`config.mk`:
```
export PLATFORM = sky130hd
export DESIGN_NAME = srb_out_fifo
export DESIGN_NICKNAME = d
export VERILOG_FILES = /design/src/srb_pkg.sv /design/src/srb_out_fifo.sv
export SDC_FILE = /design/constraint.sdc
export NUM_CORES = 1
export LEC_CHECK = 0
export ABC_AREA = 1
export BUFFER_PORTS_ARGS = -buffer_cell sky130_fd_sc_hd__buf_2
export CORE_ASPECT_RATIO = 0.7
export CORE_MARGIN = 3
export CORE_UTILIZATION = 50
export DETAILED_ROUTE_END_ITERATION = 12
export GPL_ROUTABILITY_DRIVEN = 0
export GPL_TIMING_DRIVEN = 0
export PLACE_DENSITY = 0.71
export SLEW_MARGIN = 20
export SYNTH_ARGS = -nofsm -noshare
export SYNTH_HDL_FRONTEND = slang
export SYNTH_SLANG_ARGS = --single-unit
```
`constraint.sdc`:
```
create_clock -name clk -period 4.6 [get_ports clk]
set_clock_uncertainty 0.05 [all_clocks]
set_input_delay 1.15 -clock clk [delete_from_list [all_inputs] [get_ports clk]]
set_output_delay 1.15 -clock clk [all_outputs]
set_load 0.03 [all_outputs]
```
`src/srb_pkg.sv`:
```
package srb_pkg;

  // Default geometry of the block.
  localparam int CHANNELS_DEF = 4;
  localparam int WINDOW_DEF   = 32;

  // Field widths.
  localparam int CHAN_W    = 2;
  localparam int SEQ_W     = 32;
  localparam int PAY_W     = 64;
  localparam int STATUS_W  = 2;
  localparam int MINB_W    = 6;
  localparam int CFG_W     = 32;
  localparam int REG_IDX_W = 1;

  // Stream data width: chan, seq and payload packed, padded to whole bytes.
  localparam int FIELDS_W = CHAN_W + SEQ_W + PAY_W;
  localparam int TDATA_W  = ((FIELDS_W + 7) / 8) * 8;
  localparam int PAD_W    = TDATA_W - FIELDS_W;

  // Depth of the result queue in front of the output port.
  localparam int OUT_DEPTH = 4;

  // Register reset values.
  localparam logic [MINB_W-1:0] MIN_BATCH_RST = 6'd4;
  localparam logic [SEQ_W-1:0]  FIRST_SEQ_RST = 32'd1;

  // Register indexes of the configuration port.
  localparam logic [REG_IDX_W-1:0] REG_MIN_BATCH = 1'd0;
  localparam logic [REG_IDX_W-1:0] REG_FIRST_SEQ = 1'd1;

  typedef enum logic [STATUS_W-1:0] {
    ST_RELEASED = 2'd0,
    ST_STALE    = 2'd1,
    ST_BEYOND   = 2'd2,
    ST_DUP      = 2'd3
  } status_t;

  // One result item.
  typedef struct packed {
    logic [CHAN_W-1:0] chan;
    logic [SEQ_W-1:0]  seq;
    logic [PAY_W-1:0]  payload;
    logic              last;
    status_t           status;
  } result_t;

endpackage

```
`src/srb_out_fifo.sv`:
```
module srb_out_fifo (
  input  logic                                      clk,
  input  logic                                      rst,
  input  logic                                      push,
  input  srb_pkg::result_t                          push_data,
  output logic [$clog2(srb_pkg::OUT_DEPTH + 1)-1:0] count,
  output logic                                      full,
  output logic                                      out_valid,
  input  logic                                      out_ready,
  output srb_pkg::result_t                          out_data
);
  import srb_pkg::*;

  localparam int PW = $clog2(OUT_DEPTH);
  localparam int CNT_W = $clog2(OUT_DEPTH + 1);

  result_t       entries [OUT_DEPTH];
  logic [PW-1:0] wr_ptr;
  logic [PW-1:0] rd_ptr;
  logic          pop;

  assign out_valid = (count != '0);
  assign full      = (count == CNT_W'(OUT_DEPTH));
  assign pop       = out_valid && out_ready;
  assign out_data  = entries[rd_ptr];

  always_ff @(posedge clk) begin
    if (rst) begin
      wr_ptr <= '0;
      rd_ptr <= '0;
      count  <= '0;
    end else begin
      if (push) begin
        wr_ptr <= wr_ptr + 1'b1;
      end
      if (pop) begin
        rd_ptr <= rd_ptr + 1'b1;
      end
      if (push && !pop) begin
        count <= count + 1'b1;
      end else if (pop && !push) begin
        count <= count - 1'b1;
      end
    end
  end

  always_ff @(posedge clk) begin
    if (push) begin
      entries[wr_ptr] <= push_data;
    end
  end

endmodule

```
==> summary.txt <==
Synth
  – Main synth FF type: edfxtp_1
  – Distinct cell type count after synthesis: 23
  – Register bit total from synthesis: 413
  – Mapped Area: 16,200 um2
  – Cell accounting for the most synthesized area: edfxtp_1
  – Yosys top cell area share: 0.747
  – Async set-reset flop share out of synthesis: 0
  – Post-Syn Instances: 1,040
  – EDFF count, synth: 404
  – Syn avg cell area: 15.6 um2
  – Sequential-to-total area share from yosys stat: 0.759
  – Total number of yosys warnings: 0
  – Mapped Nets: 1,151
  – Ranking of synthesized cells by area: edfxtp_1 75%, o22ai_2 6.2%, o21ai_0 3.8%

CTS
  – Clock Path Buffers: 3
  – Num CTS Buffers: 40
  – CTS resizes: 0
  – Clock transition at the registers of the reported paths: 0.06 ns
  – Clk sinks: 413
  – # Post-CTS Setup Buffers: 0
  – CTS tree: done
  – Clk_lat worst skew: 0.54 ns
  – Cts hold-fix bufs: 0
  – # H-tree levels: 2
  – Clock root cell: clkbuf_16

Global routing
  – Initial antenna violation count: 5
  – Gr ovfl total: 0
  – First-pass GRT wire length: 55,200 um
  – Largest net degree at the start of global routing: 69
  – Number of global-route vias before repair: 9,766
  – Global Route Usage Sum: 0.207

Floorplanning
  – # IOs: 211
  – Core outline area: 31,600 um2
  – Die width: 221 um
  – Die height: 157 um
  – Initial Utilization: 0.514
  – Die area: 34,700 um2
  – Rows: 54

Layout
  – Layout area overhead: 18.7%
  – Share of cells above drive strength 1: 0.376
  – Most common cell after layout, fill and taps aside: edfxtp_1
  – Most frequent cells in the layout: 404 x edfxtp_1, 241 x buf_2, 130 x nor2_1
  – Nets: 1,407
  – Finished Layout Cells: 1,749
  – Fillers: 2,401

Place
  – # port buffers: 210
  – DP Worst Slack: 1.74 ns
  – DP HPWL: 22,500 um
  – Placed cells: 1,674

Timing
  – RSZ-0062 raised after global routing: false
  – Worst-Margin Slew: 0.528 ns
  – Fmax: 0.292 GHz
  – Setup violators final: 0
  – Final Hold Viols: 0
  – Final Cycle Share: 0.745
  – Slew headroom: 0.648
  – Fin. max-slew vios: 0
  – Post-route worst setup slack: 1.17 ns
  – Post-route minimum period: 3.43 ns

Worst setup path
  – Critical Path Sink Type: output port
  – Worst Path Arrival: 2.23 ns
  – Crit path kind: reg2out
  – CP Launch Type: register
  – Crit Path Max Fanout: 10
  – WP data required: 3.40 ns

Drt
  – Met2 WL: 17,400 um
  – Final WL: 36,400 um
  – Max layer used: met5
  – Vias post-DR: 9,590
  – DR iter-0 viols: 797
  – # DRC: 0
  – Met3 wire len: 2640 um
  – Post-route ant nets: 0
  – DRT Pass-1 Iters: 5
  – Routed wire length per instance: 20.8 um
  – Vias/cell: 5.48
  – Routed metal-1 wirelength: 15,600 um

Power
  – Leak pwr: 6.79 nW
  – Pwr dens: 565 nW/um2
  – Peak supply drop: 478 uV

Status
  – Status: complete, no violations

Hold path
  – Tightest Hold Check Type: reg2reg

Flow run
  – Max-Cap Viols: 0
per-layer routing:
layer | GRT usage | vias to the layer above
met5 | 0 | -
met4 | 0.0573 | 10
met3 | 0.0488 | 66
li1 | - | 4443
met2 | 0.342 | 356
met1 | 0.282 | 4715
final cells by class:
| cell class | count | area [um2] | share of cell area |
|---|---|---|---|
| inverter | 16 | 80.1 | 0.00415 |
| timing repair buffer | 214 | 1160 | 0.0602 |
| multi-input combinational | 545 | 3330 | 0.173 |
| buffer | 66 | 527 | 0.0273 |
| antenna | 1 | 2.50 | 0.000130 |
| tap | 420 | 526 | 0.0273 |
| clock inverter | 25 | 248 | 0.0129 |
| sequential | 413 | 12300 | 0.639 |
| clock buffer | 49 | 1090 | 0.0563 |
final timing paths:
path                          start                       end  slack (ns)  cells past startpoint
min reg2reg  rd_ptr[0]$_SDFFE_PP0P_    rd_ptr[0]$_SDFFE_PP0P_        0.46                      2
max                        register               out_data[7]        1.17                      6
min          rd_ptr[0]$_SDFFE_PP0P_    rd_ptr[0]$_SDFFE_PP0P_        0.46                      2
max reg2reg  wr_ptr[0]$_SDFFE_PP0P_  entries[0][40]$_DFFE_PP_        2.73                      5
synthesized netlist by cell type, types with 5 or more instances:
library cell,number
edfxtp_1,404
nor2_1,130
o21ai_0,123
o21ai_1,82
nor2_2,80
o22ai_2,80
buf_2,31
o22ai_1,21
inv_1,14
nand2_1,14
clkbuf_1,12
buf_6,11
buf_12,9
dfxtp_1,9
ha_1,5
cells by family after synthesis:
kind of cell | after synthesis | synth area share
AOI/OAI and AO/OA | 310 | 0.134
xor gates and xnor gates | 1 | 0.000540
adders and majority gates | 6 | 0.00509
buffers and inverters | 82 | 0.0362
DFF | 413 | 0.759
and+or+nand+nor | 228 | 0.0654
critical path: stages (launching register included):
cell and delay (ns):
dfxtp_1 0.33, inv_2 0.06, buf_4 0.23, clkbuf_1 0.45, o21ai_1 0.16, o22ai_2 0.20
buf_2 0.25
per-stage QoR:
stage | hold WS, ns | utilization | power, mW | setup TNS, ns | cell area [um2]
after floorplan | 0.398 | - | 6.70 | 0 | 16200
after global placement | 0.415 | 0.564 | 7.67 | -267.58 | 17800
after detailed placement | 0.442 | 0.568 | 7.70 | 0 | 17900
after CTS | 0.457 | 0.611 | 11.0 | 0 | 19300
after global routing | 0.479 | 0.611 | 11.4 | 0 | 19300
final | 0.459 | 0.611 | 10.9 | 0 | 19300
report_power, final:
| group | total [mW] | switching (mW) | internal (mW) |
|---|---|---|---|
| Combinational | 3.21 | 2.22 | 0.989 |
| Sequential | 4.38 | 0.0640 | 4.32 |
| Clock | 3.30 | 1.38 | 1.92 |
| Total | 10.9 | 3.67 | 7.22 |
sequential cells by signal (all words and copies together) (netlist names), named ones only:
name     flops
wr_ptr       2
count        3
entries    404
rd_ptr       2
No activity file was read; power rests on OpenSTA's default activity.
