**config.mk**
```make
export PLATFORM = sky130hd
export DESIGN_NAME = srb_chan_mem
export DESIGN_NICKNAME = d
export VERILOG_FILES = /design/src/srb_pkg.sv /design/src/srb_chan_mem.sv
export SDC_FILE = /design/constraint.sdc
export NUM_CORES = 1
export LEC_CHECK = 0
export ABC_CLOCK_PERIOD_IN_PS = 7750
export BUFFER_PORTS_ARGS = -buffer_cell sky130_fd_sc_hd__buf_4
export CAP_MARGIN = 20
export CORE_MARGIN = 1.5
export CORE_UTILIZATION = 47
export DETAILED_ROUTE_END_ITERATION = 10
export PLACE_DENSITY = 0.8
export SYNTH_ARGS = -nofsm -noshare
export SYNTH_HDL_FRONTEND = slang
export SYNTH_SLANG_ARGS = --single-unit
```
**constraint.sdc**
```tcl
create_clock -name clk -period 7.75 [get_ports clk]
set_clock_uncertainty 0.15 [all_clocks]
set_input_delay 1.55 -clock clk [delete_from_list [all_inputs] [get_ports clk]]
set_output_delay 1.55 -clock clk [all_outputs]
set_load 0.01 [all_outputs]
```
**src/srb_pkg.sv**
```systemverilog
package srb_pkg;

  // Default geometry of the block.
  localparam int CHANNELS_DEF = 4;
  localparam int WINDOW_DEF   = 32;

  // Field widths.
  localparam int CHAN_W    = 2;
  localparam int SEQ_W     = 32;
  localparam int PAY_W     = 64;
  localparam int STATUS_W  = 2;
  localparam int MINB_W    = 6;
  localparam int CFG_W     = 32;
  localparam int REG_IDX_W = 1;

  // Stream data width: chan, seq and payload packed, padded to whole bytes.
  localparam int FIELDS_W = CHAN_W + SEQ_W + PAY_W;
  localparam int TDATA_W  = ((FIELDS_W + 7) / 8) * 8;
  localparam int PAD_W    = TDATA_W - FIELDS_W;

  // Depth of the result queue in front of the output port.
  localparam int OUT_DEPTH = 4;

  // Register reset values.
  localparam logic [MINB_W-1:0] MIN_BATCH_RST = 6'd4;
  localparam logic [SEQ_W-1:0]  FIRST_SEQ_RST = 32'd1;

  // Register indexes of the configuration port.
  localparam logic [REG_IDX_W-1:0] REG_MIN_BATCH = 1'd0;
  localparam logic [REG_IDX_W-1:0] REG_FIRST_SEQ = 1'd1;

  typedef enum logic [STATUS_W-1:0] {
    ST_RELEASED = 2'd0,
    ST_STALE    = 2'd1,
    ST_BEYOND   = 2'd2,
    ST_DUP      = 2'd3
  } status_t;

  // One result item.
  typedef struct packed {
    logic [CHAN_W-1:0] chan;
    logic [SEQ_W-1:0]  seq;
    logic [PAY_W-1:0]  payload;
    logic              last;
    status_t           status;
  } result_t;

endpackage

```
**src/srb_chan_mem.sv**
```systemverilog
module srb_chan_mem #(
  parameter int DEPTH = srb_pkg::CHANNELS_DEF,
  parameter int WIDTH = 69
) (
  input  logic                                  clk,
  input  logic                                  rst,
  input  logic                                  clear,
  input  logic                                  rd_en,
  input  logic [((DEPTH > 1) ? $clog2(DEPTH) : 1)-1:0] rd_addr,
  output logic [WIDTH-1:0]                      rd_data,
  output logic                                  rd_valid,
  input  logic                                  wr_en,
  input  logic [((DEPTH > 1) ? $clog2(DEPTH) : 1)-1:0] wr_addr,
  input  logic [WIDTH-1:0]                      wr_data
);

  logic [WIDTH-1:0] mem [DEPTH];
  logic [DEPTH-1:0] valid;

  // An entry that has not been written since reset or the last clear reads
  // as invalid, and the user substitutes its reset contents.
  always_ff @(posedge clk) begin
    if (rst || clear) begin
      valid <= '0;
    end else if (wr_en) begin
      valid[wr_addr] <= 1'b1;
    end
  end

  always_ff @(posedge clk) begin
    if (wr_en) begin
      mem[wr_addr] <= wr_data;
    end
    if (rd_en) begin
      rd_data  <= mem[rd_addr];
      rd_valid <= valid[rd_addr];
    end
  end

endmodule

```
==> results of run 1 <==
## through the flow
stage,util [%],std cells
finish,57.4,978
floorplan,-,445
global placement,53.0,915
global route,57.4,978
CTS,57.3,977
detailed placement,53.0,915
## flip-flops by register name, summed over array words and instances, names as in the netlist
signal / flops
rd_data: 69
rd_valid: 1
valid: 4
mem: 276
## kinds of logic after synthesis
logic type | share of synthesized area [%]
DFF | 85.1
muxes | 12.8
buffers and inverters | 1.55
and+or+nand+nor | 0.285
AOI/OAI and AO/OA | 0.244
## worst max path at each step
stage	from	to	slack (ns)	depth (start not counted)
floorplan	wr_addr[0]	mem[0][0]	0.34	1
global placement	rd_addr[0]	rd_data[52]	3.84	3
detailed placement	rd_addr[0]	rd_data[53]	3.75	3
CTS	rd_addr[0]	rd_data[17]	4.28	3
global route	rd_addr[0]	rd_data[17]	4.17	3
finish	rd_addr[0]	rd_data[49]	4.38	3
## cell type report
cell class / count / area (um2)
clock buffer: 43 / 958
clock inverter: 19 / 165
fill: 1853 / 11000
multi-input combinational: 79 / 1660
sequential: 350 / 10500
tap: 335 / 419
timing repair buffer: 152 / 1150
## power groups by stage
stage          Clock, W  Combinational [W]  Sequential (W)
2_1_floorplan         0          0.0000978         0.00227
3_3_place_gp          0           0.000215         0.00226
3_5_place_dp          0           0.000224         0.00227
4_1_cts         0.00166           0.000224         0.00223
5_1_grt         0.00173           0.000238         0.00224
6_report        0.00163           0.000220         0.00223
## cells in the final DEF (no fill, tap or decap)
cell	n
clkinvlp_4	1
and3_4	1
clkbuf_16	37
edfxtp_1	346
nor3b_2	1
dfxtp_1	4
bufinv_16	3
buf_4	151
clkinv_2	5
clkbuf_8	1
clkinv_4	1
nor2_1	1
buf_12	1
mux4_2	70
clkbuf_1	5
o21a_1	4
and3b_4	2
clkinv_1	9
## critical path: stages
cell    delay [ns]
buf_4         0.48
buf_4         0.76
mux4_2        0.60
## routing by layer
metal  GRT usage, %  wire length, um
met1           20.9             8540
met2           26.1            10500
met3           4.17             1460
met4           3.89              340
met5              0                0
==> results.py, run 1 <==
metrics = {
    "run_status": {
        "status": "completed",
    },
    "cells_and_area": {
        "drive_above_1_share_pct": 42.6,
        "area_delta_synth_final_pct": 20.5,
        "antenna_cells": 0,
        "stdcell_area_um2": 14800,
        "final_nets": 696,
    },
    "cts": {
        "path_clk_slew_ns": 0.06,
        "post_cts_buffers": 0,
        "clk-insertion-delay-late_ns": 0.50,
        "clockRootBuffer": "clkbuf_16",
        "numCtsBuffers": 35,
        "cts_buffer_depth": 3,
        "clock_sinks": 350,
        "h-tree-depth": 2,
        "cts_tree": "yes",
        "ctsResizeCount": 0,
        "cts_hold_buf": 0,
    },
    "synthesis": {
        "synthCells": 445,
        "synth_top_area_share_pct": 84.5,
        "yosysWarnings": 0,
        "synth-seq-area-share_pct": 85.1,
        "syn_area_um2": 12300,
        "synth_cell_types": 12,
        "ys_ff_latch": 350,
        "ys_top_cells_by_count": "edfxtp_1, mux4_2, buf_12, buf_2",
        "synth_area_leaders": "edfxtp_1, mux4_2, buf_12, dfxtp_1, buf_2",
        "synth_largest_area_cell": "edfxtp_1",
        "syn_avg_cell_area_um2": 27.6,
        "synth_ff_type": "edfxtp_1",
        "synth_most_common_cell": "edfxtp_1",
        "syn_nets": 523,
        "synth-async-reset-ratio_pct": 0,
        "synth_edf_count": 346,
    },
    "sta": {
        "finalHoldViolations": 0,
        "period_needed_ns": 3.37,
        "tightest_slew_ns": 1.06,
        "setup_tns_ns": 0,
        "maxSlewHeadroom_pct": 29.3,
        "rsz0062_at_grt": "no",
        "setup_violations": 0,
        "finalWorstSetupSlack_ns": 4.38,
        "maxClockFrequency_mhz": 297,
        "final.period_utilization_pct": 43.5,
        "drv_slew": 0,
        "fin_hold_ws_ns": 0.316,
    },
    "placement": {
        "gp_congestion": 0.695,
        "port_buffers": 147,
        "hpwl_mm": 11.6,
        "detailed_place.area_um2": 13700,
        "place_ws_ns": 3.75,
    },
    "power_and_ir_drop": {
        "comb_power_share_pct": 5.4,
        "ir_drop_v": 0.000162,
        "p_sw_w": 0.000786,
        "leakage_nw": 5.01,
        "p_seq_share_pct": 54.7,
        "p_per_area_nw_per_um2": 275,
        "power.clock.fraction_pct": 39.9,
        "sw_frac_of_total_pct": 19.3,
        "p_int_w": 0.00329,
        "p_total_w": 0.00408,
    },
    "setup_path": {
        "regToRegStartpoint": "mem[3][67]",
        "critPathLaunchType": "input pin",
        "end_kind": "register",
        "arrival_ns": 3.45,
        "crit_required_ns": 7.83,
        "worst_r2r_endpoint": "rd_data[67]",
        "r2r_slack_ns": 6.47,
        "ff2ff_path_depth": 1,
        "setup.worst_path.class": "in -> reg",
        "worst-path-max-fanout": 41,
    },
    "detailed_routing": {
        "firstDrtPassIters": 4,
        "drc": 0,
        "totalWireLength_mm": 20.8,
        "final_antenna_net_count": 0,
        "viasPerCell": 5.25,
        "drt_iter0_drc": 314,
        "vias": 5131,
        "post_drt_wl_per_cell_um": 21.3,
    },
    "die": {
        "core_um2": 25800,
        "ioPinCount": 148,
        "fp.dieW_um": 165,
        "core.rowCount": 59,
        "die-area_um2": 27200,
        "initial_core_util_pct": 47.6,
        "dieHeight_um": 165,
    },
    "flow_run": {
        "drv_cap": 0,
    },
    "grt": {
        "grt_max_degree": 71,
        "track_usage_pct": 15.7,
        "grt_first_pass_wirelength_mm": 31.2,
        "grt_overflow_total": 0,
        "antenna_found_initial": 0,
        "grt_pass1_vias": 5525,
    },
    "worst_hold_path": {
        "worstHoldPathType": "reg -> reg",
        "hold_start": "valid[0]",
        "hold_depth": 1,
        "min_to": "valid[0]",
    },
}
Power figures use the tool's default switching activity.
==> run 2, diff against run 1 <==
ABC_CLOCK_PERIOD_IN_PS = 2900   (was 7750)
clock period = 2.9 ns   (was 7.75 ns; I/O delays follow)
==> run 2 against run 1 <==
Net effect: clock power rose to 2.6 times the previous value; die area stayed put; sequential power rose to 2.7 times the previous value; via count up 0.27%; critical path type is now reg -> out; largest cell class unchanged; wire length grew 1.3%.
==> results.py, run 2 (synthesis results as in run 1) <==
metrics = {
    "setup_path": {
        "crit_buf_inv": 1,
        "critPathLaunchType": "register",
        "worst-path-max-fanout": 1,
        "crit_required_ns": 2.17,
        "path_cells": "buf_4",
        "end_kind": "primary output",
        "setup.worst_path.class": "reg -> out",
        "arrival_ns": 1.08,
        "critPathSlowestCell": "edfxtp_1",
        "slowest_delay_ns": 0.42,
        "startpoint": "rd_data[28]",
        "crit_family": "flip-flops",
        "regToRegStartpoint": "mem[3][68]",
    },
    "placement": {
        "dp_cells": 921,
        "port_buffers": 147,
        "hpwl_mm": 12.5,
        "detailed_place.area_um2": 13800,
        "gp_congestion": 0.652,
    },
    "cts": {
        "path_clk_slew_ns": 0.06,
        "cts_hold_buf": 0,
        "cts_buffer_depth": 3,
        "numCtsBuffers": 35,
        "clock_sinks": 350,
        "post_cts_buffers": 0,
        "ctsResizeCount": 0,
        "h-tree-depth": 2,
        "clockRootBuffer": "clkbuf_16",
        "cts_tree": "yes",
        "clk-insertion-delay-late_ns": 0.50,
    },
    "die": {
        "fp.dieW_um": 165,
        "die-area_um2": 27200,
        "ioPinCount": 148,
        "core_um2": 25800,
        "dieHeight_um": 165,
        "core.rowCount": 59,
        "initial_core_util_pct": 47.6,
    },
    "sta": {
        "final.period_utilization_pct": 62.4,
        "drv_slew": 0,
        "maxSlewHeadroom_pct": 61.5,
        "rsz0062_at_grt": "no",
        "period_needed_ns": 1.81,
        "tightest_slew_ns": 0.578,
        "setup_violations": 0,
        "finalHoldViolations": 0,
        "maxClockFrequency_mhz": 552,
    },
    "detailed_routing": {
        "drt_iter0_drc": 339,
        "totalWireLength_mm": 21.1,
        "viasPerCell": 5.23,
        "final_antenna_net_count": 0,
        "vias": 5145,
        "drc": 0,
        "firstDrtPassIters": 4,
        "post_drt_wl_per_cell_um": 21.4,
    },
    "grt": {
        "track_usage_pct": 15.9,
        "grt_max_degree": 71,
        "top_usage_layer": "met2",
        "grt_first_pass_wirelength_mm": 31.8,
        "grt_overflow_total": 0,
        "grt_util_met1_pct": 18.9,
        "grt_util_met2_pct": 28.2,
        "grt_pass1_vias": 5668,
        "grtUsageMet3_pct": 4.52,
        "antenna_found_initial": 2,
    },
    "flow_run": {
        "drv_cap": 0,
    },
    "worst_hold_path": {
        "worstHoldPathType": "in -> reg",
        "hold_start": "wr_data[68]",
    },
    "power_and_ir_drop": {
        "leakage_nw": 5.05,
        "ir_drop_v": 0.000585,
        "p_total_w": 0.0108,
        "p_per_area_nw_per_um2": 723,
    },
    "cells_and_area": {
        "largest_reg_flops": 276,
        "mostFrequentLayoutCell": "edfxtp_1",
        "regMostFlops": "mem",
        "stdcell_area_um2": 14900,
        "drive_above_1_share_pct": 42.6,
        "final_cell_mix": "edfxtp_1, buf_4, mux4_2",
        "area_delta_synth_final_pct": 21.3,
        "reg_top3": "mem: 276 flops, rd_data: 69 flops, valid: 4 flops",
        "finalNonFillerCells": 984,
        "final_nets": 701,
    },
    "run_status": {
        "status": "completed",
    },
}
[run 2: cell count changes in the layout (fill, tap and decap cells not counted), sizes merged]
cell      previous run  this run
clkinvlp             1         0
diode                0         1
clkinv              15        16
inv                  0         1
buf                152       157
bufinv               3         2
[run 2: final cells by class]
| class | count | area [um2] |
|---|---|---|
| Tap cell | 335 | 419 |
| Clock inverter | 19 | 139 |
| Multi-Input combinational cell | 79 | 1670 |
| Timing Repair Buffer | 157 | 1280 |
| Fill cell | 1848 | 10900 |
| Clock buffer | 43 | 948 |
| Antenna cell | 1 | 2.50 |
| Sequential cell | 350 | 10500 |
[run 2: worst paths after layout]
kind | to | slack (ns) | cells after the start
max | rd_data[28] | 1.09 | 1
min | mem[2][68] | 0.13 | 1
max reg2reg | rd_data[68] | 1.62 | 1
min reg2reg | valid[0] | 0.33 | 1
[run 2: where the power goes]
group          internal (W)  switching [W]  leakage, nW
Sequential          0.00587      0.0000748         3.25
Clock               0.00250        0.00173        0.533
Combinational      0.000319       0.000291         1.26
Total               0.00869        0.00210         5.05
[run 2: per-stage QoR]
step           util (%)  hold slack (ns)  TNS (ns)  worst slack (ns)
6_report           57.8            0.128         0              1.09
5_1_grt            57.7            0.104         0              1.05
4_1_cts            57.7            0.101         0              1.06
3_5_place_dp       53.5            0.324         0             0.654
3_3_place_gp       53.5            0.292         0             0.686
2_1_floorplan         -            0.285     -4.54           -0.0658
[run 2: per-layer routing]
layer	share of wire, %	wire length [um]
met1	38	8040
met2	53	11100
met3	7.4	1550
met4	1.9	399
met5	0.038	8
